[src/sv/mrtu_pkg.sv]
package mrtu_pkg;

    localparam int REG_DEPTH_DEF = 16;
    localparam int MAX_REPLY     = 37;
    localparam int MAX_READ_REGS = (MAX_REPLY - 5) / 2;
    localparam int FRAME_LEN     = 8;
    localparam int KW            = $clog2(MAX_READ_REGS + 1);

    localparam logic [7:0]  FN_READ        = 8'h03;
    localparam logic [7:0]  FN_WRITE       = 8'h06;
    localparam logic [15:0] CRC_INIT       = 16'hFFFF;
    localparam logic [15:0] CRC_POLY       = 16'hA001;
    localparam logic [7:0]  SLAVE_ADDR_RST = 8'd1;
    localparam logic [15:0] REG1_RST       = 16'd5678;
    localparam logic [15:0] REG2_RST       = 16'd90;

    // Register select bit of the configuration address (byte address 4*i).
    localparam logic CFG_SLAVE_ADDR = 1'b0;

    // Byte positions inside a request frame.
    localparam logic [2:0] FB_ADDR   = 3'd0;
    localparam logic [2:0] FB_FN     = 3'd1;
    localparam logic [2:0] FB_REG_HI = 3'd2;
    localparam logic [2:0] FB_REG_LO = 3'd3;
    localparam logic [2:0] FB_VAL_HI = 3'd4;
    localparam logic [2:0] FB_VAL_LO = 3'd5;
    localparam logic [2:0] FB_CRC_LO = 3'd6;
    localparam logic [2:0] FB_CRC_HI = 3'd7;

    typedef enum logic [3:0] {
        ST_IDLE,
        ST_SCAN_RD,
        ST_SCAN_DAT,
        ST_CHECK,
        ST_RD_HDR,
        ST_RD_REQ,
        ST_RD_HI,
        ST_RD_LO,
        ST_CRC_LO,
        ST_CRC_HI,
        ST_ECHO_RD,
        ST_ECHO_PUSH
    } t_state;

    function automatic logic [15:0] crc16_byte(input logic [15:0] crc, input logic [7:0] b);
        logic [15:0] c;
        c = crc ^ {8'h00, b};
        for (int i = 0; i < 8; i++) begin
            c = c[0] ? ((c >> 1) ^ CRC_POLY) : (c >> 1);
        end
        return c;
    endfunction

    function automatic logic [15:0] reg_rst_val(input int unsigned idx);
        logic [15:0] v;
        case (idx)
            1: v = REG1_RST;
            2: v = REG2_RST;
            default: v = 16'd0;
        endcase
        return v;
    endfunction

endpackage

[src/sv/mrtu_rx_if.sv]
interface mrtu_rx_if;
    logic       valid;
    logic       ready;
    logic [7:0] rx_byte;
    logic       frame_end;

    modport source (output valid, output rx_byte, output frame_end, input ready);
    modport sink   (input valid, input rx_byte, input frame_end, output ready);
endinterface

[src/sv/mrtu_tx_if.sv]
interface mrtu_tx_if;
    logic       valid;
    logic       ready;
    logic [7:0] tx_byte;
    logic       last_byte;

    modport source (output valid, output tx_byte, output last_byte, input ready);
    modport sink   (input valid, input tx_byte, input last_byte, output ready);
endinterface

[src/sv/mrtu_crc.sv]
module mrtu_crc (
    input  logic        i_clk,
    input  logic        i_rst_n,
    input  logic        i_clr,
    input  logic        i_upd,
    input  logic [7:0]  i_byte,
    output logic [15:0] o_crc
);
    import mrtu_pkg::*;

    logic [15:0] r_crc;

    always_ff @(posedge i_clk) begin
        if (!i_rst_n) begin
            r_crc <= CRC_INIT;
        end else if (i_clr) begin
            r_crc <= CRC_INIT;
        end else if (i_upd) begin
            r_crc <= crc16_byte(r_crc, i_byte);
        end
    end

    assign o_crc = r_crc;

endmodule

[src/sv/mrtu_fbuf.sv]
module mrtu_fbuf (
    input  logic       i_clk,
    input  logic       i_we,
    input  logic [2:0] i_waddr,
    input  logic [7:0] i_wdata,
    input  logic       i_re,
    input  logic [2:0] i_raddr,
    output logic [7:0] o_rdata
);
    import mrtu_pkg::*;

    logic [7:0] r_mem [FRAME_LEN];
    logic [7:0] r_rdata;

    always_ff @(posedge i_clk) begin
        if (i_we) begin
            r_mem[i_waddr] <= i_wdata;
        end
        if (i_re) begin
            r_rdata <= r_mem[i_raddr];
        end
    end

    assign o_rdata = r_rdata;

endmodule

[src/sv/mrtu_regs.sv]
module mrtu_regs #(
    parameter int REG_DEPTH = mrtu_pkg::REG_DEPTH_DEF,
    parameter int AW        = $clog2(REG_DEPTH)
) (
    input  logic          i_clk,
    input  logic          i_rst_n,
    input  logic          i_we,
    input  logic [AW-1:0] i_waddr,
    input  logic [15:0]   i_wdata,
    input  logic          i_re,
    input  logic [AW-1:0] i_raddr,
    output logic [15:0]   o_rdata
);
    import mrtu_pkg::*;

    logic [15:0]          r_mem [REG_DEPTH];
    logic [REG_DEPTH-1:0] r_valid;
    logic [15:0]          r_rdata;

    // An entry that was never written reads as its power-on value.
    always_ff @(posedge i_clk) begin
        if (!i_rst_n) begin
            r_valid <= '0;
        end else if (i_we) begin
            r_valid[i_waddr] <= 1'b1;
        end
    end

    always_ff @(posedge i_clk) begin
        if (i_we) begin
            r_mem[i_waddr] <= i_wdata;
        end
        if (i_re) begin
            r_rdata <= r_valid[i_raddr] ? r_mem[i_raddr] : reg_rst_val(int'(i_raddr));
        end
    end

    assign o_rdata = r_rdata;

endmodule

[src/sv/modbus_rtu_slave_frame_handler_core.sv]
// Modbus RTU slave request handler for function codes 3 (read holding
// registers) and 6 (write single register).
// Received bytes enter on the i_rx channel, one byte per transaction, with
// frame_end set on the last byte of a frame by an external idle detector.
// Reply bytes leave on the o_tx channel, one byte per transaction, with
// last_byte set on the final byte of a reply. Frames that are short, carry
// another station address, fail the CRC, use another function code or ask
// for an impossible read produce no transaction on o_tx.
// While a frame is being received, a byte is taken every cycle. After the
// byte that ends a full frame, i_rx stays not ready until the 8 buffered
// bytes are scanned (one frame buffer read and one CRC step per byte) and
// checked and any reply is handed to the output register: the header bytes,
// each register read from the register store (one port, registered read),
// the CRC bytes, or the write echo with each byte read back from the buffer.
// A stalled receiver holds the output register and the sequencer waits for
// it; after the last reply byte is loaded, the next frame is accepted even
// while that byte is still pending.
// Reset (synchronous, active low) sets the station address to 1, the
// register store to its power-on values and clears the frame byte count.
// The station address is written through the APB port at byte address 0.
module modbus_rtu_slave_frame_handler_core #(
    parameter int REG_DEPTH = mrtu_pkg::REG_DEPTH_DEF
) (
    input  logic        i_clk,
    input  logic        i_rst_n,
    mrtu_rx_if.sink     i_rx,
    mrtu_tx_if.source   o_tx,
    input  logic        psel,
    input  logic        penable,
    input  logic        pwrite,
    input  logic [2:0]  paddr,
    input  logic [31:0] pwdata,
    output logic [31:0] prdata,
    output logic        pready
);
    import mrtu_pkg::*;

    localparam int AW = $clog2(REG_DEPTH);

    t_state r_state, n_state;

    logic [7:0]    r_slave_addr;
    logic [3:0]    r_count, n_count;
    logic [2:0]    r_idx, n_idx;
    logic [KW-1:0] r_k, n_k;

    // Fields of the request, collected while the buffer is scanned.
    logic [7:0]  r_b0, n_b0;
    logic [7:0]  r_fn, n_fn;
    logic [15:0] r_addr, n_addr;
    logic [15:0] r_cnt, n_cnt;
    logic [15:0] r_crc_rx, n_crc_rx;

    // Output register toward the transmitter.
    logic       r_out_valid;
    logic [7:0] r_out_byte;
    logic       r_out_last;

    logic       slot_free;
    logic       push;
    logic [7:0] push_byte;
    logic       push_last;

    logic       fb_we, fb_re;
    logic [2:0] fb_raddr;
    logic [7:0] fb_rdata;

    logic          rs_we, rs_re;
    logic [15:0]   rd_sum;
    logic [15:0]   rs_rdata;

    logic        crc_clr, crc_upd;
    logic [7:0]  crc_byte;
    logic [15:0] crc_val;

    logic        rd_ok;
    logic [16:0] rd_end;

    // ---------------------------------------------------------------------
    // Configuration port
    // ---------------------------------------------------------------------
    assign pready = 1'b1;
    assign prdata = (paddr[2] == CFG_SLAVE_ADDR) ? {24'd0, r_slave_addr} : 32'd0;

    always_ff @(posedge i_clk) begin
        if (!i_rst_n) begin
            r_slave_addr <= SLAVE_ADDR_RST;
        end else if (psel && penable && pwrite && pready && (paddr[2] == CFG_SLAVE_ADDR)) begin
            r_slave_addr <= pwdata[7:0];
        end
    end

    // ---------------------------------------------------------------------
    // Storage and CRC unit
    // ---------------------------------------------------------------------
    mrtu_fbuf u_fbuf (
        .i_clk   (i_clk),
        .i_we    (fb_we),
        .i_waddr (r_count[2:0]),
        .i_wdata (i_rx.rx_byte),
        .i_re    (fb_re),
        .i_raddr (fb_raddr),
        .o_rdata (fb_rdata)
    );

    // The read address is start plus offset; the range check guarantees it
    // stays inside the store, so the low bits are the whole address.
    assign rd_sum = r_addr + 16'(r_k);

    mrtu_regs #(
        .REG_DEPTH (REG_DEPTH),
        .AW        (AW)
    ) u_regs (
        .i_clk   (i_clk),
        .i_rst_n (i_rst_n),
        .i_we    (rs_we),
        .i_waddr (r_addr[AW-1:0]),
        .i_wdata (r_cnt),
        .i_re    (rs_re),
        .i_raddr (rd_sum[AW-1:0]),
        .o_rdata (rs_rdata)
    );

    mrtu_crc u_crc (
        .i_clk   (i_clk),
        .i_rst_n (i_rst_n),
        .i_clr   (crc_clr),
        .i_upd   (crc_upd),
        .i_byte  (crc_byte),
        .o_crc   (crc_val)
    );

    // A read must ask for 1 to MAX_READ_REGS registers inside the store.
    assign rd_end = 17'(r_addr) + 17'(r_cnt);
    assign rd_ok  = (r_cnt != 16'd0) && (r_cnt <= 16'(MAX_READ_REGS))
                    && (rd_end <= 17'(REG_DEPTH));

    assign slot_free = !r_out_valid || o_tx.ready;

    // ---------------------------------------------------------------------
    // Sequencer
    // ---------------------------------------------------------------------
    always_ff @(posedge i_clk) begin
        if (!i_rst_n) begin
            r_state <= ST_IDLE;
            r_count <= 4'd0;
        end else begin
            r_state <= n_state;
            r_count <= n_count;
        end
    end

    always_ff @(posedge i_clk) begin
        r_idx    <= n_idx;
        r_k      <= n_k;
        r_b0     <= n_b0;
        r_fn     <= n_fn;
        r_addr   <= n_addr;
        r_cnt    <= n_cnt;
        r_crc_rx <= n_crc_rx;
    end

    always_comb begin
        n_state   = r_state;
        n_count   = r_count;
        n_idx     = r_idx;
        n_k       = r_k;
        n_b0      = r_b0;
        n_fn      = r_fn;
        n_addr    = r_addr;
        n_cnt     = r_cnt;
        n_crc_rx  = r_crc_rx;
        i_rx.ready = 1'b0;
        fb_we     = 1'b0;
        fb_re     = 1'b0;
        fb_raddr  = r_idx;
        rs_we     = 1'b0;
        rs_re     = 1'b0;
        crc_clr   = 1'b0;
        crc_upd   = 1'b0;
        crc_byte  = fb_rdata;
        push      = 1'b0;
        push_byte = fb_rdata;
        push_last = 1'b0;

        case (r_state)
            ST_IDLE: begin
                i_rx.ready = 1'b1;
                if (i_rx.valid) begin
                    // Only the first 8 bytes of a frame are kept.
                    if (r_count < 4'(FRAME_LEN)) begin
                        fb_we   = 1'b1;
                        n_count = r_count + 4'd1;
                    end
                    if (i_rx.frame_end) begin
                        n_count = 4'd0;
                        if (r_count >= 4'(FRAME_LEN - 1)) begin
                            n_idx   = FB_ADDR;
                            crc_clr = 1'b1;
                            n_state = ST_SCAN_RD;
                        end
                    end
                end
            end

            ST_SCAN_RD: begin
                fb_re   = 1'b1;
                n_state = ST_SCAN_DAT;
            end

            ST_SCAN_DAT: begin
                // The CRC covers the address, function and four data bytes.
                crc_upd = (r_idx < FB_CRC_LO);
                case (r_idx)
                    FB_ADDR:   n_b0            = fb_rdata;
                    FB_FN:     n_fn            = fb_rdata;
                    FB_REG_HI: n_addr[15:8]    = fb_rdata;
                    FB_REG_LO: n_addr[7:0]     = fb_rdata;
                    FB_VAL_HI: n_cnt[15:8]     = fb_rdata;
                    FB_VAL_LO: n_cnt[7:0]      = fb_rdata;
                    FB_CRC_LO: n_crc_rx[7:0]   = fb_rdata;
                    default:   n_crc_rx[15:8]  = fb_rdata;
                endcase
                if (r_idx == FB_CRC_HI) begin
                    n_state = ST_CHECK;
                end else begin
                    n_idx   = r_idx + 3'd1;
                    n_state = ST_SCAN_RD;
                end
            end

            ST_CHECK: begin
                n_state = ST_IDLE;
                n_idx   = FB_ADDR;
                n_k     = '0;
                if ((r_b0 == r_slave_addr) && (crc_val == r_crc_rx)) begin
                    if (r_fn == FN_READ) begin
                        if (rd_ok) begin
                            crc_clr = 1'b1;
                            n_state = ST_RD_HDR;
                        end
                    end else if (r_fn == FN_WRITE) begin
                        // An out of range write changes nothing but is echoed.
                        rs_we   = (r_addr < 16'(REG_DEPTH));
                        n_state = ST_ECHO_RD;
                    end
                end
            end

            ST_RD_HDR: begin
                case (r_idx)
                    3'd0:    push_byte = r_slave_addr;
                    3'd1:    push_byte = FN_READ;
                    default: push_byte = {r_cnt[6:0], 1'b0};
                endcase
                crc_byte = push_byte;
                if (slot_free) begin
                    push    = 1'b1;
                    crc_upd = 1'b1;
                    n_idx   = r_idx + 3'd1;
                    if (r_idx == 3'd2) begin
                        n_state = ST_RD_REQ;
                    end
                end
            end

            ST_RD_REQ: begin
                rs_re   = 1'b1;
                n_state = ST_RD_HI;
            end

            ST_RD_HI: begin
                push_byte = rs_rdata[15:8];
                crc_byte  = push_byte;
                if (slot_free) begin
                    push    = 1'b1;
                    crc_upd = 1'b1;
                    n_state = ST_RD_LO;
                end
            end

            ST_RD_LO: begin
                push_byte = rs_rdata[7:0];
                crc_byte  = push_byte;
                if (slot_free) begin
                    push    = 1'b1;
                    crc_upd = 1'b1;
                    n_k     = r_k + 1'b1;
                    if ((r_k + 1'b1) == r_cnt[KW-1:0]) begin
                        n_state = ST_CRC_LO;
                    end else begin
                        n_state = ST_RD_REQ;
                    end
                end
            end

            ST_CRC_LO: begin
                push_byte = crc_val[7:0];
                if (slot_free) begin
                    push    = 1'b1;
                    n_state = ST_CRC_HI;
                end
            end

            ST_CRC_HI: begin
                push_byte = crc_val[15:8];
                push_last = 1'b1;
                if (slot_free) begin
                    push    = 1'b1;
                    n_state = ST_IDLE;
                end
            end

            ST_ECHO_RD: begin
                fb_re   = 1'b1;
                n_state = ST_ECHO_PUSH;
            end

            ST_ECHO_PUSH: begin
                push_last = (r_idx == FB_CRC_HI);
                if (slot_free) begin
                    push  = 1'b1;
                    n_idx = r_idx + 3'd1;
                    if (r_idx == FB_CRC_HI) begin
                        n_state = ST_IDLE;
                    end else begin
                        n_state = ST_ECHO_RD;
                    end
                end
            end

            default: begin
                n_state = ST_IDLE;
            end
        endcase
    end

    // ---------------------------------------------------------------------
    // Output register
    // ---------------------------------------------------------------------
    always_ff @(posedge i_clk) begin
        if (!i_rst_n) begin
            r_out_valid <= 1'b0;
        end else if (push) begin
            r_out_valid <= 1'b1;
        end else if (o_tx.ready) begin
            r_out_valid <= 1'b0;
        end
    end

    always_ff @(posedge i_clk) begin
        if (push) begin
            r_out_byte <= push_byte;
            r_out_last <= push_last;
        end
    end

    assign o_tx.valid     = r_out_valid;
    assign o_tx.tx_byte   = r_out_byte;
    assign o_tx.last_byte = r_out_last;

endmodule

[src/flat_wrapper.sv]
// flat-port wrapper written by rule: the top's interface ports become plain ports
module modbus_rtu_slave_frame_handler_core_flat import mrtu_pkg::*;
#(
    parameter int REG_DEPTH = mrtu_pkg::REG_DEPTH_DEF
)
  (i_clk, i_rst_n, psel, penable, pwrite, paddr, pwdata, prdata, pready, i_rx_valid, i_rx_rx_byte, i_rx_frame_end, i_rx_ready, o_tx_valid, o_tx_tx_byte, o_tx_last_byte, o_tx_ready);
  mrtu_rx_if i_rx_i ();
  mrtu_tx_if o_tx_i ();
  input  logic i_clk;
  input  logic i_rst_n;
  input  logic psel;
  input  logic penable;
  input  logic pwrite;
  input  logic [2:0] paddr;
  input  logic [31:0] pwdata;
  output logic [31:0] prdata;
  output logic pready;
  input wire logic [$bits(i_rx_i.valid)-1:0] i_rx_valid;
  input wire logic [$bits(i_rx_i.rx_byte)-1:0] i_rx_rx_byte;
  input wire logic [$bits(i_rx_i.frame_end)-1:0] i_rx_frame_end;
  output wire logic [$bits(i_rx_i.ready)-1:0] i_rx_ready;
  output wire logic [$bits(o_tx_i.valid)-1:0] o_tx_valid;
  output wire logic [$bits(o_tx_i.tx_byte)-1:0] o_tx_tx_byte;
  output wire logic [$bits(o_tx_i.last_byte)-1:0] o_tx_last_byte;
  input wire logic [$bits(o_tx_i.ready)-1:0] o_tx_ready;
  assign i_rx_i.valid = i_rx_valid;
  assign i_rx_i.rx_byte = i_rx_rx_byte;
  assign i_rx_i.frame_end = i_rx_frame_end;
  assign i_rx_ready = i_rx_i.ready;
  assign o_tx_valid = o_tx_i.valid;
  assign o_tx_tx_byte = o_tx_i.tx_byte;
  assign o_tx_last_byte = o_tx_i.last_byte;
  assign o_tx_i.ready = o_tx_ready;
  modbus_rtu_slave_frame_handler_core #(.REG_DEPTH(REG_DEPTH)) u_core (.i_clk(i_clk), .i_rst_n(i_rst_n), .i_rx(i_rx_i), .o_tx(o_tx_i), .psel(psel), .penable(penable), .pwrite(pwrite), .paddr(paddr), .pwdata(pwdata), .prdata(prdata), .pready(pready));
endmodule
[config.mk]
export PLATFORM = sky130hd
export DESIGN_NAME = modbus_rtu_slave_frame_handler_core_flat
export DESIGN_NICKNAME = d
export VERILOG_FILES = /design/src/sv/mrtu_pkg.sv /design/src/sv/mrtu_rx_if.sv /design/src/sv/mrtu_tx_if.sv /design/src/sv/mrtu_crc.sv /design/src/sv/mrtu_fbuf.sv /design/src/sv/mrtu_regs.sv /design/src/sv/modbus_rtu_slave_frame_handler_core.sv /design/src/flat_wrapper.sv
export SDC_FILE = /design/constraint.sdc
export NUM_CORES = 1
export LEC_CHECK = 0
export BUFFER_PORTS_ARGS = -buffer_cell sky130_fd_sc_hd__buf_4
export CAP_MARGIN = 30
export CORE_MARGIN = 4
export CORE_UTILIZATION = 45
export DETAILED_ROUTE_END_ITERATION = 16
export GPL_ROUTABILITY_DRIVEN = 0
export PLACE_DENSITY_LB_ADDON = 0.25
export SYNTH_ARGS = -nofsm -noshare
export SYNTH_HDL_FRONTEND = slang
export SYNTH_HIERARCHICAL = 1
export SYNTH_SLANG_ARGS = --single-unit
export TNS_END_PERCENT = 10
[constraint.sdc]
create_clock -name i_clk -period 4.9 [get_ports i_clk]
set_input_delay 1.47 -clock i_clk [delete_from_list [all_inputs] [get_ports i_clk]]
set_output_delay 1.47 -clock i_clk [all_outputs]
set_load 0.005 [all_outputs]
# [Word-level counts from Yosys, hierarchy flattened]
# Memory sizes are Yosys's and may differ from the RTL's. A register that Yosys moved wholly into a read port is not among the register bits.
# Index checks and enable logic that the tools add are counted.
# W data, S select, Z words.
[classes] addsub=5 order_cmp=9 n_eq_ne=37 muxes=73 n_bitwise=13 n_reduce_logical=34
[op_table] cell="$mux W16" n=9
[op_table] cell="$mux W4" n=17
[op_table] cell="$pmux W4 S12" n=1
[op_table] cell="$pmux W8 S5" n=1
[op_table] cell="$mux W1" n=26
[op_table] cell="$pmux W13 S2" n=1
[op_table] cell="$not A2 Y3" n=8
[op_table] cell="$pmux W8 S3" n=1
[op_table] cell="$mux W3" n=6
[op_table] cell="$ne A2 B1 Y1 const B" n=9
[op_table] cell="$reduce_and A2 Y1" n=9
[op_table] cell="$add A16 B16 Y17" n=1
[op_table] cell="$le A17 B5 Y1 const B" n=1
[op_table] cell="$eq A16 B16 Y1" n=1
[op_table] cell="$eq A4 B3 Y1 const B" n=4
[op_table] cell="$eq A4 B4 Y1 const B" n=4
[op_table] cell="$le A16 B5 Y1 const B" n=1
[op_table] cell="$lt A16 B5 Y1 const B" n=1
[op_table] cell="$or A16 B16 Y16" n=1
[op_table] cell="$pmux W8 S2" n=1
[op_table] cell="$reduce_bool A16 Y1" n=1
[op_table] cell="$xor A16 B8 Y16" n=1
[op_table] cell="$eq A3 B3 Y1 const B" n=4
[op_table] cell="$eq A4 B2 Y1 const B" n=3
[op_table] cell="other kinds (40)" n=59
[word_totals] ff_bits=146 ram_bits=320 input_bits=51 output_inout_bits=44 wordCells=192 memories=2
[memory_table] memory="u_core.u_regs.r_mem" depth=16 word_bits=16 read_ports=1 rd_clocked_by_memory_dff=0 wr=1 line_no="mrtu_regs.sv:16" source="logic [15:0] r_mem [REG_DEPTH];"
[memory_table] memory="u_core.u_fbuf.r_mem" depth=8 word_bits=8 read_ports=1 rd_clocked_by_memory_dff=1 wr=1 line_no="mrtu_fbuf.sv:12" source="logic [7:0] r_mem [FRAME_LEN];"

# [Longest topological paths before layout]
# Gate-level depths: netlist (run 1).
[logic_depth] depth_word=20 mapped_depth=14 depth_no_buf=13

# [Modules after synthesis]
# The synthesis (run 1) kept the hierarchy.
[by_module_without_submodules] module="mrtu_regs" instances=1 cells_per_inst=496 area_per_inst_um2=11008.1 seq_area_each_um2=8488.1
[by_module_without_submodules] module="modbus_rtu_slave_frame_handler_core" instances=1 cells_per_inst=577 area_per_inst_um2=5850.6 seq_area_each_um2=2772.7
[by_module_without_submodules] module="mrtu_fbuf" instances=1 cells_per_inst=114 area_per_inst_um2=2771.4 seq_area_each_um2=2162.1
[by_module_without_submodules] module="mrtu_crc" instances=1 cells_per_inst=83 area_per_inst_um2=812.0 seq_area_each_um2=320.3

# [Worst setup path before layout (run 1)]
# No wires, ideal clock.
[synth_timing] path_type="reg-to-reg" startpoint="register u_core.r_fn[3]" endpoint="memory u_core.u_regs.r_mem[0][0], enable pin" setup_ns=0.412 arrival_ns=3.564 t_required_ns=4.488 slack_ns=0.925 path_stages_with_launch=8 n_path_buf=0 period_less_slack_ns=3.975 cell_sequence="edfxtp_1 -> or4_1 -> nor4_1 -> nand4_1 -> or3b_1 -> nor2_1 -> or3b_2 -> nor3_1"
[synth_via] elab_chain_len=7 elab_cells_between_ends=8 cone_classes="eq/ne (2); mux (6)"
[synth_lines] element="start: declaration" line_no="modbus_rtu_slave_frame_handler_core.sv:49" source="logic [7:0] r_fn, n_fn;"
[synth_lines] element="start signal: assignment" line_no="modbus_rtu_slave_frame_handler_core.sv:157" source="r_fn <= n_fn;"
[synth_lines] element="$eq A8 B3 Y1" line_no="modbus_rtu_slave_frame_handler_core.sv:242" source="end else if (r_fn == FN_WRITE) begin"
[synth_lines] element="$mux W1" line_no="modbus_rtu_slave_frame_handler_core.sv:242"
[synth_lines] element="$mux W1 (*)" line_no="modbus_rtu_slave_frame_handler_core.sv:237" source="if (r_fn == FN_READ) begin"
[synth_lines] element="$mux W1 (*)" line_no="modbus_rtu_slave_frame_handler_core.sv:236" source="if ((r_b0 == r_slave_addr) && (crc_val == r_crc_rx)) begin"
[synth_lines] element="$mux W1 (*)" line_no="modbus_rtu_slave_frame_handler_core.sv:186" source="case (r_state)"
[synth_lines] element="net u_core.rs_we" line_no="modbus_rtu_slave_frame_handler_core.sv:68" source="logic rs_we, rs_re;"
[synth_lines] element="$mux W1 (*)" line_no="mrtu_regs.sv:30" source="if (i_we) begin"
[synth_lines] element="$mux W1 (not written as such) (*)" line_no="mrtu_regs.sv:31" source="r_mem[i_waddr] <= i_wdata;"
[synth_lines] element="end: declaration" line_no="mrtu_regs.sv:16"
# The timed path passes the listed nets; every way through them passes the cells marked *.

# [Worst setup path in the final report (run 1)]
[layout_timing] startpoint="register u_core.r_addr[0]" endpoint="register u_core.u_crc.r_crc[10] (netlist: u_core/u_crc/o_crc[10])"
[layout_via] elab_chain_len=8
[layout_lines] element="start: declaration" line_no="modbus_rtu_slave_frame_handler_core.sv:50" source="logic [15:0] r_addr, n_addr;"
[layout_lines] element="start signal: assignment" line_no="modbus_rtu_slave_frame_handler_core.sv:158" source="r_addr <= n_addr;"
[layout_lines] element="$add A16 B16 Y17" line_no="modbus_rtu_slave_frame_handler_core.sv:134" source="assign rd_end = 17'(r_addr) + 17'(r_cnt);"
[layout_lines] element="$le A17 B5 Y1" line_no="modbus_rtu_slave_frame_handler_core.sv:136" source="&& (rd_end <= 17'(REG_DEPTH));"
[layout_lines] element="$logic_and A1 B1 Y1" line_no="modbus_rtu_slave_frame_handler_core.sv:136"
[layout_lines] element="$mux W1" line_no="modbus_rtu_slave_frame_handler_core.sv:238" source="if (rd_ok) begin"
[layout_lines] element="$mux W1" line_no="modbus_rtu_slave_frame_handler_core.sv:237"
[layout_lines] element="$mux W1" line_no="modbus_rtu_slave_frame_handler_core.sv:236"
[layout_lines] element="$pmux W1 S2" line_no="modbus_rtu_slave_frame_handler_core.sv:186"
[layout_lines] element="net u_core.crc_clr" line_no="modbus_rtu_slave_frame_handler_core.sv:72" source="logic crc_clr, crc_upd;"
[layout_lines] element="$reduce_or A2 Y1 (no line)"
[layout_lines] element="end signal: assignment" line_no="mrtu_crc.sv:19" source="r_crc <= crc16_byte(r_crc, i_byte);"
[layout_lines] element="end: declaration" line_no="mrtu_crc.sv:11" source="logic [15:0] r_crc;"
# The timed path passes the listed nets, and every way through them passes these cells.
# A chain may end at the register's enable or synchronous reset.

==> results of run 1 <==
## cell type report
cell class | count | area [um2]
Clock buffer | 58 | 1250
Clock inverter | 22 | 180
Fill cell | 3642 | 21700
Inverter | 17 | 63.8
Multi-Input combinational cell | 723 | 6270
Sequential cell | 474 | 13700
Tap cell | 592 | 741
Timing Repair Buffer | 83 | 648
## layout by cell type, fill, tap and decap left out, types with 20 or more instances in the layout
cell / Yosys / layout
nor2b_1: 28 / 28
a21oi_1: 30 / 30
clkbuf_16: 0 / 47
nand2_1: 93 / 93
nor2_1: 60 / 53
edfxtp_1: 425 / 425
conb_1: 2 / 25
mux2i_1: 42 / 42
dfxtp_1: 49 / 49
mux4_2: 67 / 67
xnor2_1: 39 / 38
ha_1: 27 / 26
nand3_1: 20 / 20
buf_4: 34 / 81
o21ai_0: 31 / 30
## path summary, 6_finish.rpt
path	startpoint	endpoint	slack [ns]	cells after the start
max	u_core/r_addr[0]	u_core/u_crc/o_crc[10]	0.79	13
min	u_core/u_regs/r_valid[0]	u_core/u_regs/r_valid[0]	0.46	1
min reg2reg	u_core/u_regs/r_valid[0]	u_core/u_regs/r_valid[0]	0.46	1
max reg2reg	u_core/r_addr[0]	u_core/u_crc/o_crc[10]	0.79	13
## power groups by stage
stage	registers (mW)	logic, mW	clock network (mW)
2_1_floorplan	4.85	1.49	0
3_3_place_gp	4.96	1.88	0
3_5_place_dp	4.97	1.90	0
4_1_cts	4.89	1.91	3.45
5_1_grt	4.91	2.08	3.63
6_report	4.89	1.92	3.38
## registers in the layout, summed over array words and instances (netlist names), 16 cells and up
name,count
u_core/u_regs/r_valid,16
u_core/u_fbuf/r_mem,64
u_core/r_cnt,16
u_core/u_crc/o_crc,16
u_core/u_regs/o_rdata,16
u_core/r_crc_rx,16
u_core/u_regs/r_mem,256
u_core/r_addr,16
## kinds of logic after synthesis
logic type	count (synthesis)
adder cells (fa/ha/maj)	29
multiplexers	139
AND/OR/NAND/NOR	290
flip-flops	474
AO/OA/AOI/OAI	181
XOR/XNOR	59
other	2
buffers and inverters	96
## layer usage
layer | wire [um] | share of wire, % | track usage (%) | vias to the layer above
li1 | - | - | - | 5089
met1 | 19600 | 44 | 25.5 | 5770
met2 | 21800 | 49 | 29.8 | 284
met3 | 2210 | 4.9 | 2.46 | 58
met4 | 940 | 2.1 | 4.27 | 0
met5 | 0 | 0 | 0 | -
==> impl_results.md, run 1 <==
* Outcome: finished, final reports clean
* Synth Flop Type: edfxtp_1
* Unrepaired setup endpoints after global routing: no
* Crit-path max cell delay at ~0.57 ns
* Multiplexer share of the synthesized area at 12.2%
* GRT Total Usage at 17.9%
* Vias in the first global route at 11100
* NetSw at 2.71 mW
* Asr flop ratio synth at 0%
* Seq cells post-synth at between 400 and 500
* Mapped Area at roughly 20000 um2
* Avg WL per Cell at 22.6 um
* Final core occ at 51.3%
* Finished Layout Cells at 1969
* Post-Synth XOR/XNOR Area at 2.88%
* Antenna cells at 0
* Hold WS at 0.461 ns
* FP Rows at 77
* Power Density at 445 nW/um2
* Skew-Pair Late Insertion Delay at 0.55 ns
* Max frequency at ~0.24 GHz
* Commonest cells post-synth: 425 x edfxtp_1, 93 x nand2_1, 67 x mux4_2
* Final worst-path cycle share at around 84%
* Synth unique cells at 76
* CTS-repair resized insts at 0
* Worst hold path class: flip-flop to flip-flop
* CP max FO at 9
* Share of power burned in the clock network at roughly a third
* Peak supply drop at 0.000312 V
* Clk slew on worst S/H paths at roughly 0.060 ns
* Num CTS Buffers at 46
* Port bufs at 43
* Max-slew violation count at 0
* GRT overflow at 0
* Antenna violations before repair at 0
* Largest net degree at the start of global routing at 65
* Total power at 10.2 mW
* Share of cells above drive strength 1 at 18.3%
* MaxCap Viol Count at 0
* Final setup fails at 0
* Seq pwr share at 48.0%
* Synth Instances at 1270
* Logic pwr share at a little under a fifth
* Placed Cells at approximately 1900
* Initial drt markers at between 1000 and 1500
* Post-Place Cell Area at 21500 um2
* EDFF count, synth at 425
* Arr. time, crit path at 4.55 ns
* Pint at 7.48 mW
* Worst-path cell chain: ha_1 > fa_1 > a211oi_1 > nor3_1 > o21ai_1 > o21bai_1 > a32oi_1 > and4b_1 > nand4_1 > nand2_1 > nor2b_1 > buf_4 > nand2_1
* Switching Share at about a quarter
* Clock root buffer: clkbuf_16
* First-pass GRT wire length at 68400 um
* Crit Path Class: flip-flop to flip-flop
* Post-synth top area cell: edfxtp_1
* Compound-Gate Fraction of Synth Area at ~6.0%
* Critical Path Source Type: flip-flop
* Post-detailed-routing wire length at 44600 um
* Fin Setup TNS at 0 ns
* Simple-gate share of the synthesized area at 7.06%
* CP Data Required Time at between 5 and 6 ns
* Setup ws final at 0.791 ns
* Post-place setup slack at 0.792 ns
* Die width at 221 um
* Postcts setup bufs at 0
* Core Region at 44600 um2
* Area Overhead vs Synth at 12.0%
* Die Y at 221 um
* Main combinational cell family by area after synthesis: multiplexers
* Crit end category: flip-flop
* ANT nets after route at 0
* Syn. warnings at 6
* Clk sinks at 474
* Via density at around 5.7
* Leakage at around 7.7 nW
* Yosys top cell area share at 62.4%
* CP most frequent cell: nand2_1
* Slew @ Worst Pin at 1.01 ns
* Min Clock Period, post-route at just over 4 ns
* Hold buffer count at cts at 0
* CP bufs+invs at 1
* I/O Pins at 95
* # DRC at 0
* Detailed-placement wirelength estimate at 29200 um
* Clk_skew at 0.0108 ns
* Sequential fraction of the synthesis area at 67.2%
* Top post-synthesis cells by area: edfxtp_1 62%, mux4_2 7.4%, dfxtp_1 4.8%, mux2i_1 2.1%, mux4_1 1.9%
* CTS tree: yes
* Die footprint at 48900 um2
* Worst rel slew slack at between 30% and 40%
* Crit-path slowest cell: edfxtp_1
* H-tree levels at 2
* Hold Fails Final Rpt at 0
* Max clock buf depth at 3
* Largest delay share family, worst path: simple AND/OR/NAND/NOR gates
* Starting Density at a little under half
* Design area at 22900 um2
* Via count at 11200
* Count leader, synth: edfxtp_1
* Nets at 1425
* TritonRoute pass-1 iters at 5
* Avg Cell Area, Syn at 16.1 um2
* Synth Area in Adders at around 1.8%
Note: power is estimated with default switching activity, not from simulation.
==> run 2: changes to the inputs <==
--- a/config.mk
+++ b/config.mk
@@ -5,6 +5,7 @@
 export SDC_FILE = /design/constraint.sdc
 export NUM_CORES = 1
 export LEC_CHECK = 0
+export ABC_AREA = 1
 export BUFFER_PORTS_ARGS = -buffer_cell sky130_fd_sc_hd__buf_4
 export CAP_MARGIN = 30
 export CORE_MARGIN = 4
==> constraint.sdc (replaced) <==
create_clock -name i_clk -period 4 [get_ports i_clk]
set_input_delay 1.2 -clock i_clk [delete_from_list [all_inputs] [get_ports i_clk]]
set_output_delay 1.2 -clock i_clk [all_outputs]
set_load 0.005 [all_outputs]
==> run 2 against run 1 <==
Compared with the run above:
- global-route usage up 1.6 points
- clock power rose by 30%
- design area is 10% higher
- die area increased by 9.7%
- register-to-register slack lost 0.36 ns
- sequential share of layout area is 5.4 points lower
- setup slack got worse by 0.36 ns
- wire length increased by 19%
- combinational power is 78% lower
- flip-flop and latch count unchanged
- clock skew rose by 0.0043 ns
- critical endpoint is now u_core/u_crc/o_crc[0]
- largest cell class unchanged
- largest power group unchanged
==> impl_results.md, run 2 <==
* Outcome: finished, final reports clean
* Die width at ~230 um
* I/O Pins at 95
* # DRC at 0
* EDFF count, synth at 425
* Core Region at 49200 um2
* Simple-gate share of the synthesized area at 22.9%
* CP bufs+invs at 3
* Arr. time, crit path at 4.04 ns
* Share of cells above drive strength 1 at around 8.3%
* Synth Instances at 2442
* Yosys top cell area share at 56.7%
* Clk sinks at between 400 and 500
* Crit-path max cell delay at 0.55 ns
* Starting Density at 45.8%
* Sequential fraction of the synthesis area at between 60% and 70%
* H-tree levels at 2
* Max FFs per register at 256
* Skew-Pair Late Insertion Delay at 0.58 ns
* Post-synth top area cell: edfxtp_1
* Main combinational cell family by area after synthesis: simple AND/OR/NAND/NOR gates
* Mapped Area at between 20000 and 25000 um2
* Critical Path Source Type: flip-flop
* TritonRoute pass-1 iters at 5
* CTS tree: yes
* CP most frequent cell: nand2_1
* CP max FO at 7
* Vias in the first global route at roughly 15000
* Compound-Gate Fraction of Synth Area at 3.93%
* Multiplexer share of the synthesized area at 0%
* Commonest cells after routing, fill and taps aside: 790 x nand2_1, 425 x edfxtp_1, 388 x inv_1, 214 x nor2_1, 205 x nand3_1
* Unrepaired setup endpoints after global routing: no
* Avg Cell Area, Syn at between 9 and 10 um2
* Nets at 2598
* Max frequency at 0.280 GHz
* Die Y at 232 um
* Most flop-heavy register: u_core/u_regs/r_mem
* Synth Flop Type: edfxtp_1
* First-pass GRT wire length at 82600 um
* Max clock buf depth at 3
* Worst-path cell chain: inv_1 > ha_1 > inv_1 > nor2_1 > nor2_1 > inv_1 > o21ai_0 > nor2_1 > a221oi_1 > nand2_1 > xor2_1 > nand3_1 > nand2_1 > nand3_1 > nand2_1 > nand2_1 > nand2_1 > nand2_1 > nand3_1 > nand2_1
* Hold buffer count at cts at 0
* Final worst-path cycle share at 89.2%
* GRT overflow at 0
* Fin Setup TNS at 0 ns
* Largest net degree at the start of global routing at 145
* Num CTS Buffers at 49
* Peak supply drop at 0.000366 V
* Count leader, synth: nand2_1
* Commonest cells post-synth: 790 x nand2_1, 425 x edfxtp_1, 389 x inv_1
* Worst rel slew slack at around a third
* Via count at 16100
* Slew @ Worst Pin at roughly 0.97 ns
* Synth unique cells at 51
* Min Clock Period, post-route at about 3.6 ns
* Avg WL per Cell at 16.5 um
* Top post-synthesis cells by area: edfxtp_1 57%, nand2_1 13%, inv_1 6.5%, nand3_1 4.6%, dfxtp_1 4.4%
* Crit-path slowest cell: a221oi_1
* FP Rows at 81
* Max-slew violation count at 0
* GRT Total Usage at between 10% and 20%
* Largest delay share family, worst path: simple AND/OR/NAND/NOR gates
* Clk_skew at 0.0151 ns
* CTS-repair resized insts at 0
* Port bufs at 43
* Via density at 4.99
* Asr flop ratio synth at 0%
* Post-Synth XOR/XNOR Area at 0.739%
* Synth Area in Adders at 1.68%
* Syn. warnings at 6
* Seq cells post-synth at approximately 470
* ANT nets after route at 0
* Postcts setup bufs at 0
* Crit end category: flip-flop
* Antenna cells at 0
* Post-Place Cell Area at 23600 um2
* Die footprint at 53700 um2
* Area Overhead vs Synth at 11.9%
* Leakage at between 10 and 15 nW
* Initial drt markers at about 1100
* Detailed-placement wirelength estimate at around 34000 um
* Top Registers: u_core/u_regs/r_mem x256, u_core/u_fbuf/r_mem x64
* Hold Fails Final Rpt at 0
* Clock root buffer: clkbuf_16
* Final setup fails at 0
* Worst hold path class: flip-flop to flip-flop
* CP Data Required Time at between 4 and 5 ns
* Clk slew on worst S/H paths at 0.06 ns
* Post-detailed-routing wire length at 53200 um
* Design area at ~25000 um2
* Crit Path Class: flip-flop to flip-flop
* MaxCap Viol Count at 0
* Antenna violations before repair at 0
* Power Density at 408 nW/um2
* Commonest non-fill, non-tap cell in the layout: nand2_1
run 2: cell count changes after synthesis, sizes merged, moves of 34 or more:
cell / change
xnor2: -34
nand2: +699
inv: +381
nand3: +187
nor2: +163
mux4: -82
mux2i: -42
run 2: area by class of cell:
type	instances	area, um2
Timing Repair Buffer	101	785
Fill cell	4484	24000
Tap cell	664	831
Sequential cell	474	13700
Clock inverter	14	158
Multi-Input combinational cell	1493	6770
Inverter	399	1500
Clock buffer	76	1390
run 2: path summary, 6_finish.rpt:
| check | startpoint | to | slack, ns | cells after the start |
|---|---|---|---|---|
| max reg2reg | u_core/fb_raddr[0] | u_core/u_crc/o_crc[0] | 0.43 | 20 |
| min | u_core/u_regs/r_valid[12] | u_core/u_regs/r_valid[12] | 0.47 | 1 |
| min reg2reg | u_core/u_regs/r_valid[12] | u_core/u_regs/r_valid[12] | 0.47 | 1 |
| max | u_core/fb_raddr[0] | u_core/u_crc/o_crc[0] | 0.43 | 20 |
run 2: per-stage QoR:
stage / power (mW) / util, % / setup slack, ns / hold slack, ns / instances
2_1_floorplan: 5.85 / - / 0.874 / 0.440 / 2465
3_3_place_gp: 5.96 / 48.0 / 0.555 / 0.447 / 3129
3_5_place_dp: 5.97 / 48.1 / 0.493 / 0.456 / 3131
4_1_cts: 10.4 / 51.2 / 0.471 / 0.470 / 3221
5_1_grt: 10.6 / 51.2 / 0.00430 / 0.491 / 3221
6_report: 10.3 / 51.2 / 0.431 / 0.467 / 3221
run 2: routing by layer:
metal	GRT usage, %	part of all wire, %
met4	5.96	2.6
met5	0	0
met2	34.1	49
met1	25.1	42
met3	3.24	6.0
run 2: worst reg2reg max path, stage by stage (launching register included):
cell and delay (ns):
edfxtp_1 0.37, inv_1 0.09, ha_1 0.23, inv_1 0.08
nor2_1 0.08, nor2_1 0.34, inv_1 0.18, o21ai_0 0.18
nor2_1 0.06, a221oi_1 0.55, nand2_1 0.28, xor2_1 0.32
nand3_1 0.11, nand2_1 0.09, nand3_1 0.09, nand2_1 0.09
nand2_1 0.07, nand2_1 0.08, nand2_1 0.05, nand3_1 0.07
nand2_1 0.05
run 2: kinds of logic after synthesis:
logic type / Yosys count
flip-flops: 474
buffers and inverters: 498
AO/OA/AOI/OAI: 156
adder cells (fa/ha/maj): 29
other: 2
AND/OR/NAND/NOR: 1264
XOR/XNOR: 19
run 2: power by group:
part           total [mW]  internal (mW)  switching (mW)  leakage (nW)
registers            5.45           5.40          0.0455          4.24
logic               0.415          0.128           0.287          6.06
clock network        4.40           2.58            1.82         0.750
